`src/design/q15pid_pkg.sv`:
```
// ----------------------------------------------------------------------------
// q15pid_pkg
// Types and constants of the Q15 PID duty regulator.
// ----------------------------------------------------------------------------
`default_nettype none

package q15pid_pkg;

  // Integral accumulator clamp, symmetric around zero
  localparam int unsigned INTEGRAL_LIMIT = 6553600;
  // Fraction bits of the kp/kd gains and of the summed step term
  localparam int unsigned FRACTION_SHIFT = 15;
  // Right shift applied to the ki * integral product
  localparam int unsigned I_GAIN_SHIFT   = 8;

  localparam int unsigned INTEG_W   = 24;
  localparam int unsigned ERR_W     = 13;
  localparam int unsigned DUTY_W    = 16;
  localparam int unsigned SAMPLE_W  = 12;
  localparam int unsigned LOWCNT_W  = 4;
  localparam int unsigned CFG_IDX_W = 3;
  localparam int unsigned CFG_DW    = 16;

  // Request operation codes
  typedef enum logic [0:0] {
    OP_REGULATE = 1'b0,
    OP_CLEAR    = 1'b1
  } op_e;

  // Configuration register indexes
  typedef enum logic [CFG_IDX_W-1:0] {
    CFG_TARGET        = 3'd0,
    CFG_KP            = 3'd1,
    CFG_KI            = 3'd2,
    CFG_KD            = 3'd3,
    CFG_OUTPUT_MAX    = 3'd4,
    CFG_OUTPUT_MIN    = 3'd5,
    CFG_LOW_THRESHOLD = 3'd6,
    CFG_LOW_LIMIT     = 3'd7
  } cfg_idx_e;

  // Configuration reset values
  localparam logic [11:0] TARGET_RST        = 12'd0;
  localparam logic [14:0] KP_RST            = 15'd2048;
  localparam logic [7:0]  KI_RST            = 8'd1;
  localparam logic [14:0] KD_RST            = 15'd0;
  localparam logic [15:0] OUTPUT_MAX_RST    = 16'd23999;
  localparam logic [15:0] OUTPUT_MIN_RST    = 16'd0;
  localparam logic [11:0] LOW_THRESHOLD_RST = 12'd50;
  localparam logic [3:0]  LOW_LIMIT_RST     = 4'd10;

endpackage

`default_nettype wire

```
`src/design/q15_pid_duty_regulator.sv`:
```
// ----------------------------------------------------------------------------
// q15_pid_duty_regulator
// Fixed-point PID regulator turning 12-bit voltage samples into PWM duty.
// ----------------------------------------------------------------------------
// One request enters per clock unless a full output register is stalled,
// and its duty result appears in the output register on the next cycle; a
// full output register still accepts a new request in the same cycle it is
// taken. The integral, previous error and output level update directly, so the
// three gain products, step sum, shift and both clamps run between the accepted
// request and those registers. A regulate request with a zero target, or one
// more low sample after low_limit low samples, gives duty 0 with held_off set
// and leaves the state alone. A clear request zeroes the integral and returns
// the stored output level.
// ----------------------------------------------------------------------------
`default_nettype none

module q15_pid_duty_regulator (
  input  wire logic        clk_i,
  input  wire logic        rst_ni,
  // configuration write port
  input  wire logic        cfg_we_i,
  input  wire logic [2:0]  cfg_idx_i,
  input  wire logic [15:0] cfg_wdata_i,
  // request channel
  input  wire logic        in_valid_i,
  output logic             in_ready_o,
  input  wire logic        operation_i,
  input  wire logic [11:0] measurement_i,
  // result channel
  output logic             out_valid_o,
  input  wire logic        out_ready_i,
  output logic [15:0]      duty_o,
  output logic             held_off_o
);
  import q15pid_pkg::*;

  localparam int unsigned P_W   = 29;
  localparam int unsigned I_W   = 33;
  localparam int unsigned D_W   = 30;
  localparam int unsigned SUM_W = 32;

  // configuration registers
  logic [11:0] target_q;
  logic [14:0] kp_q;
  logic [7:0]  ki_q;
  logic [14:0] kd_q;
  logic [15:0] output_max_q;
  logic [15:0] output_min_q;
  logic [11:0] low_threshold_q;
  logic [3:0]  low_limit_q;

  // regulator state
  logic signed [INTEG_W-1:0]  integral_q, integral_d;
  logic signed [ERR_W-1:0]    prev_err_q;
  logic [DUTY_W-1:0]          level_q, level_d;
  logic [LOWCNT_W-1:0]        low_cnt_q, low_cnt_d;

  // result register
  logic              out_valid_q;
  logic [DUTY_W-1:0] duty_q, duty_d;
  logic              held_q, held_d;

  logic in_fire;
  logic is_clear, tgt_zero, is_low, low_ok, do_pid;

  logic signed [ERR_W-1:0]     err;
  logic signed [INTEG_W:0]     acc;
  logic signed [P_W-1:0]       p_term;
  logic signed [I_W-1:0]       i_prod;
  logic signed [I_W-I_GAIN_SHIFT-1:0] i_term;
  logic signed [ERR_W:0]       derr;
  logic signed [D_W-1:0]       d_term;
  logic signed [SUM_W-1:0]     step_sum;
  logic signed [SUM_W-1:0]     step;
  logic signed [SUM_W-1:0]     level_raw;
  logic signed [SUM_W-1:0]     level_hi;
  logic signed [SUM_W-1:0]     level_lo;
  logic signed [SUM_W-1:0]     max_s, min_s;

  // Accept when the result register is empty or being drained
  assign in_ready_o = !out_valid_q || out_ready_i;
  assign in_fire    = in_valid_i && in_ready_o;

  // Configuration write decode
  always_ff @(posedge clk_i or negedge rst_ni) begin
    if (!rst_ni) begin
      target_q        <= TARGET_RST;
      kp_q            <= KP_RST;
      ki_q            <= KI_RST;
      kd_q            <= KD_RST;
      output_max_q    <= OUTPUT_MAX_RST;
      output_min_q    <= OUTPUT_MIN_RST;
      low_threshold_q <= LOW_THRESHOLD_RST;
      low_limit_q     <= LOW_LIMIT_RST;
    end else if (cfg_we_i) begin
      unique case (cfg_idx_e'(cfg_idx_i))
        CFG_TARGET:        target_q        <= cfg_wdata_i[11:0];
        CFG_KP:            kp_q            <= cfg_wdata_i[14:0];
        CFG_KI:            ki_q            <= cfg_wdata_i[7:0];
        CFG_KD:            kd_q            <= cfg_wdata_i[14:0];
        CFG_OUTPUT_MAX:    output_max_q    <= cfg_wdata_i;
        CFG_OUTPUT_MIN:    output_min_q    <= cfg_wdata_i;
        CFG_LOW_THRESHOLD: low_threshold_q <= cfg_wdata_i[11:0];
        CFG_LOW_LIMIT:     low_limit_q     <= cfg_wdata_i[3:0];
      endcase
    end
  end

  // Classify the request
  assign is_clear = (op_e'(operation_i) == OP_CLEAR);
  assign tgt_zero = (target_q == '0);
  assign is_low   = (measurement_i < low_threshold_q);
  assign low_ok   = (low_cnt_q < low_limit_q);
  assign do_pid   = !is_clear && !tgt_zero && (!is_low || low_ok);

  // Error and clamped integral
  always_comb begin
    err = $signed({1'b0, target_q}) - $signed({1'b0, measurement_i});
    acc = (INTEG_W+1)'(integral_q) + (INTEG_W+1)'(err);
    if (acc > $signed((INTEG_W+1)'(INTEGRAL_LIMIT))) begin
      integral_d = INTEG_W'(INTEGRAL_LIMIT);
    end else if (acc < -$signed((INTEG_W+1)'(INTEGRAL_LIMIT))) begin
      integral_d = -$signed(INTEG_W'(INTEGRAL_LIMIT));
    end else begin
      integral_d = acc[INTEG_W-1:0];
    end
  end

  // Gain products, step sum and floor shifts
  always_comb begin
    p_term   = P_W'($signed({1'b0, kp_q})) * P_W'(err);
    i_prod   = I_W'($signed({1'b0, ki_q})) * I_W'(integral_d);
    i_term   = i_prod[I_W-1:I_GAIN_SHIFT];
    derr     = (ERR_W+1)'(err) - (ERR_W+1)'(prev_err_q);
    d_term   = D_W'($signed({1'b0, kd_q})) * D_W'(derr);
    step_sum = SUM_W'(p_term) + SUM_W'(i_term) + SUM_W'(d_term);
    step     = step_sum >>> FRACTION_SHIFT;
  end

  // Add to the stored level, clamp to max and then to min
  always_comb begin
    max_s     = $signed({{(SUM_W-DUTY_W){1'b0}}, output_max_q});
    min_s     = $signed({{(SUM_W-DUTY_W){1'b0}}, output_min_q});
    level_raw = $signed({{(SUM_W-DUTY_W){1'b0}}, level_q}) + step;
    level_hi  = (level_raw > max_s) ? max_s : level_raw;
    level_lo  = (level_hi < min_s) ? min_s : level_hi;
    level_d   = level_lo[DUTY_W-1:0];
    low_cnt_d = is_low ? low_cnt_q + LOWCNT_W'(1) : '0;
  end

  // Select the result fields
  always_comb begin
    if (do_pid) begin
      duty_d = level_d;
      held_d = 1'b0;
    end else if (is_clear) begin
      duty_d = level_q;
      held_d = 1'b0;
    end else begin
      duty_d = '0;
      held_d = 1'b1;
    end
  end

  // Advance the regulator state on an accepted request
  always_ff @(posedge clk_i or negedge rst_ni) begin
    if (!rst_ni) begin
      integral_q <= '0;
      prev_err_q <= '0;
      level_q    <= '0;
      low_cnt_q  <= '0;
    end else if (in_fire) begin
      if (is_clear) begin
        integral_q <= '0;
      end else if (do_pid) begin
        integral_q <= integral_d;
        prev_err_q <= err;
        level_q    <= level_d;
        low_cnt_q  <= low_cnt_d;
      end
    end
  end

  // Hold the result until taken
  always_ff @(posedge clk_i or negedge rst_ni) begin
    if (!rst_ni) begin
      out_valid_q <= 1'b0;
    end else if (in_fire) begin
      out_valid_q <= 1'b1;
    end else if (out_ready_i) begin
      out_valid_q <= 1'b0;
    end
  end

  always_ff @(posedge clk_i) begin
    if (in_fire) begin
      duty_q <= duty_d;
      held_q <= held_d;
    end
  end

  assign out_valid_o = out_valid_q;
  assign duty_o      = duty_q;
  assign held_off_o  = held_q;

endmodule

`default_nettype wire

```
`config.mk`:
```
export PLATFORM = sky130hd
export DESIGN_NAME = q15_pid_duty_regulator
export DESIGN_NICKNAME = d
export VERILOG_FILES = /design/src/design/q15pid_pkg.sv /design/src/design/q15_pid_duty_regulator.sv
export SDC_FILE = /design/constraint.sdc
export NUM_CORES = 2
export LEC_CHECK = 0
export ABC_AREA = 1
export BUFFER_PORTS_ARGS = -buffer_cell sky130_fd_sc_hd__buf_2
export CAP_MARGIN = 20
export CORE_ASPECT_RATIO = 2
export CORE_UTILIZATION = 35
export CTS_CLUSTER_SIZE = 8
export DETAILED_ROUTE_END_ITERATION = 8
export PLACE_DENSITY = 0.45
export REMOVE_ABC_BUFFERS = 1
export SYNTH_ARGS = -nofsm -noshare
export SYNTH_HDL_FRONTEND = slang
export SYNTH_SLANG_ARGS = --single-unit
```
`constraint.sdc`:
```
create_clock -name clk_i -period 20.8 [get_ports clk_i]
set_input_delay 2.08 -clock clk_i [delete_from_list [all_inputs] [get_ports clk_i]]
set_output_delay 2.08 -clock clk_i [all_outputs]
set_load 0.02 [all_outputs]
```
==> impl_metrics.xml <==
<?xml version="1.0" encoding="UTF-8"?>
<metrics>
  <group name="logic_synthesis">
    <metric name="yosys_warnings" unit="">0</metric>
    <metric name="synthArstFlopShare" unit="">0.902</metric>
    <metric name="synthesis.area" unit="sq um">32500</metric>
    <metric name="avgSynthCellArea" unit="sq um">7.94</metric>
    <metric name="yosys_most_used_dff" unit="">dfrtp_1</metric>
    <metric name="synth-seq-area-share" unit="">0.137</metric>
    <metric name="post_synth_inst_count" unit="">4087</metric>
    <metric name="synth.top_cells.by_area" unit="">fa_1, ha_1, inv_1</metric>
    <metric name="synth.ff_latch_count" unit="">173</metric>
    <metric name="synth_largest_area_cell" unit="">fa_1</metric>
    <metric name="synthDominantCellAreaShare" unit="">0.329</metric>
    <metric name="post_synth_num_cell_types" unit="">54</metric>
    <metric name="number_of_enable_type_register_cells_in_the_synthesized_netlist" unit="">17</metric>
  </group>
  <group name="layout">
    <metric name="final_common_cell" unit="">inv_1</metric>
    <metric name="fin_area" unit="sq um">36000</metric>
    <metric name="flow.area_growth_from_synthesis" unit="%">11.0</metric>
    <metric name="final_nets" unit="">5142</metric>
    <metric name="most_frequent_cells_in_the_layout" unit="">inv_1, nand2_1, fa_1, ha_1, nor2_1</metric>
    <metric name="final_layout_size_suffix_gt1_frac" unit="">0.101</metric>
  </group>
  <group name="sta">
    <metric name="report.final.hold_viol_count" unit="">0</metric>
    <metric name="timing_worst_slew_pin_value" unit="ns">0.984</metric>
    <metric name="layout_worst_path_cycle_share" unit="">0.941</metric>
    <metric name="timing.final.max_slew_violations" unit="">0</metric>
    <metric name="slew_headroom" unit="">0.344</metric>
    <metric name="maximum_operating_frequency" unit="MHz">51.1</metric>
    <metric name="period_needed" unit="ns">19.58</metric>
    <metric name="finalSetupViolations" unit="">0</metric>
    <metric name="fin_worst_skew" unit="ns">0.0281</metric>
  </group>
  <group name="die">
    <metric name="std_cell_rows" unit="">157</metric>
    <metric name="initial_utilization" unit="">0.354</metric>
    <metric name="die_h" unit="um">433</metric>
    <metric name="io_pins" unit="">56</metric>
    <metric name="die_w" unit="um">217</metric>
    <metric name="core_area" unit="sq um">91700</metric>
    <metric name="die-area" unit="sq um">94100</metric>
  </group>
  <group name="routing">
    <metric name="drt-initial-drc-count" unit="">1094</metric>
    <metric name="num_vias" unit="">26100</metric>
    <metric name="per_cell_via_count_in_the_routed_design" unit="">4.80</metric>
    <metric name="antenna_left" unit="">0</metric>
    <metric name="wire_per_inst" unit="um">19.8</metric>
    <metric name="detailedRoute.firstPassIterationCount" unit="">5</metric>
    <metric name="routed_wl" unit="mm">108</metric>
    <metric name="route.detailed.drc" unit="">0</metric>
  </group>
  <group name="global_route">
    <metric name="grt_pass1_wl" unit="mm">166</metric>
    <metric name="grt_overflow_total" unit="">0</metric>
    <metric name="total_global_route_track_usage" unit="">0.240</metric>
    <metric name="grt_start_max_net_pins" unit="">73</metric>
    <metric name="grt_pass1_vias" unit="">28100</metric>
    <metric name="grt_antenna_before_repair" unit="">2</metric>
  </group>
  <group name="worst_setup_path">
    <metric name="worstSetupStartpointType" unit="">primary input</metric>
    <metric name="critPathRequiredTime" unit="ns">21.05</metric>
    <metric name="critPathKind" unit="">in -&gt; reg</metric>
    <metric name="slowest_stage" unit="">fa_1</metric>
    <metric name="worst_path_most_repeated_cell" unit="">inv_1</metric>
    <metric name="cp_slowest_stage_delay" unit="ns">0.54</metric>
    <metric name="worstPathMaxFanout" unit="">8</metric>
    <metric name="timing.critical_path.to_type" unit="">flop</metric>
    <metric name="cp.arrival" unit="ns">19.83</metric>
  </group>
  <group name="cts">
    <metric name="cts_htree_levels" unit="">4</metric>
    <metric name="cts.clk_slew.worst_paths" unit="ns">0.08</metric>
    <metric name="clock_sinks" unit="">173</metric>
    <metric name="cts_tree" unit="">built</metric>
    <metric name="clockRootBuffer" unit="">clkbuf_16</metric>
    <metric name="clock_insertion_delay_worst_skew" unit="ns">0.51</metric>
    <metric name="buffer_levels_on_the_longest_clock_path" unit="">2</metric>
    <metric name="numCtsBuffers" unit="">17</metric>
    <metric name="cts_hold_buf" unit="">0</metric>
  </group>
  <group name="run_status">
    <metric name="run_status" unit="">finished, final reports clean</metric>
  </group>
  <group name="job">
    <metric name="drv_cap" unit="">0</metric>
  </group>
  <group name="placed_design">
    <metric name="placement.cell_area" unit="sq um">35100</metric>
    <metric name="place_congestion" unit="">0.897</metric>
    <metric name="hpwl_detailed" unit="mm">93.4</metric>
    <metric name="port-buffer-count" unit="">55</metric>
  </group>
  <group name="worst_hold_path">
    <metric name="hp-class" unit="">reg -&gt; reg</metric>
  </group>
</metrics>
-- metal layers --
metal,vias up,track usage,routed length [um]
li1,12400,-,-
met1,13000,0.249,38900
met2,435,0.478,61300
met3,171,0.0160,1990
met4,0,0.110,5310
met5,-,0,0
-- state kept, by name, summed over array words and instances (netlist names) --
signal           cells
kp_q                15
low_threshold_q     12
low_cnt_q            4
prev_err_q          13
kd_q                15
level_q             16
low_limit_q          4
held_off_o           1
integral_q          24
output_min_q        16
duty_o              16
ki_q                 8
target_q            12
out_valid_o          1
output_max_q        16
-- cells by family after synthesis --
logic type,count (synthesis),synth area share
AO/OA/AOI/OAI,370,0.0610
XOR/XNOR,77,0.0219
adder cells (fa/ha/maj),882,0.463
buffers and inverters,1148,0.134
flip-flops,173,0.137
AND/OR/NAND/NOR,1437,0.184
-- Yosys cell counts, types with 18 or more instances --
library cell / count
inv_1: 1008
nor2_1: 303
dfrtp_1: 137
ha_1: 349
dfstp_2: 19
nand2_1: 909
nand3_1: 112
clkbuf_1: 96
o21ai_0: 201
inv_2: 22
or2_2: 18
fa_1: 533
a21oi_1: 122
xor2_1: 41
nand2_4: 19
xnor2_1: 33
-- worst paths after layout --
kind / to / depth (start not counted) / slack, ns / from
min in group asynchronous: integral_q[20] / 1 / 1.59 / rst_ni
max reg2reg: duty_o[15] / 103 / 2.54 / target_q[0]
min: low_threshold_q[3] / 2 / 0.49 / low_threshold_q[3]
max: duty_o[15] / 110 / 1.22 / measurement_i[2]
max in group asynchronous: kd_q[9] / 3 / 17.32 / rst_ni
min reg2reg: low_threshold_q[3] / 2 / 0.49 / low_threshold_q[3]
-- what timing repair did --
action,4_1_cts,5_1_grt
buffers inserted,0,4
gates resized for setup,0,71
endpoints found under the setup margin,0,32
-- layout make-up --
cell class,instances,area (sq um)
Fill cell,9695,55700
Clock buffer,17,425
Antenna cell,2,5.00
Clock inverter,15,218
Timing Repair Buffer,225,1620
Tap cell,1192,1490
Inverter,1038,3900
Sequential cell,173,4440
Multi-Input combinational cell,2767,23900
Timing Repair inverter,1,7.51
-- through the flow --
stage | cells | worst slack [ns] | hold slack [ns] | TNS, ns | utilization
after floorplan | 3977 | 0.694 | 0.453 | 0 | -
after global placement | 5389 | -0.0557 | 0.466 | -0.442 | 0.383
after detailed placement | 5389 | -0.296 | 0.473 | -5.92 | 0.383
after CTS | 5421 | 0.191 | 0.493 | 0 | 0.390
after global routing | 5429 | -0.0450 | 0.514 | -0.113 | 0.393
final | 5430 | 1.22 | 0.494 | 0 | 0.393
-- critical path: cells and delay by family --
family | cells | cell delay, ns
buffers and inverters | 23 | 2.15
AOI/OAI and AO/OA | 29 | 4.36
adders and majority gates | 16 | 6.37
xor gates and xnor gates | 4 | 0.85
and+or+nand+nor | 38 | 3.93
Power is left out: the tool's default activity adds up to more than one toggle a clock period on the data nets, which glitch-free logic cannot reach.
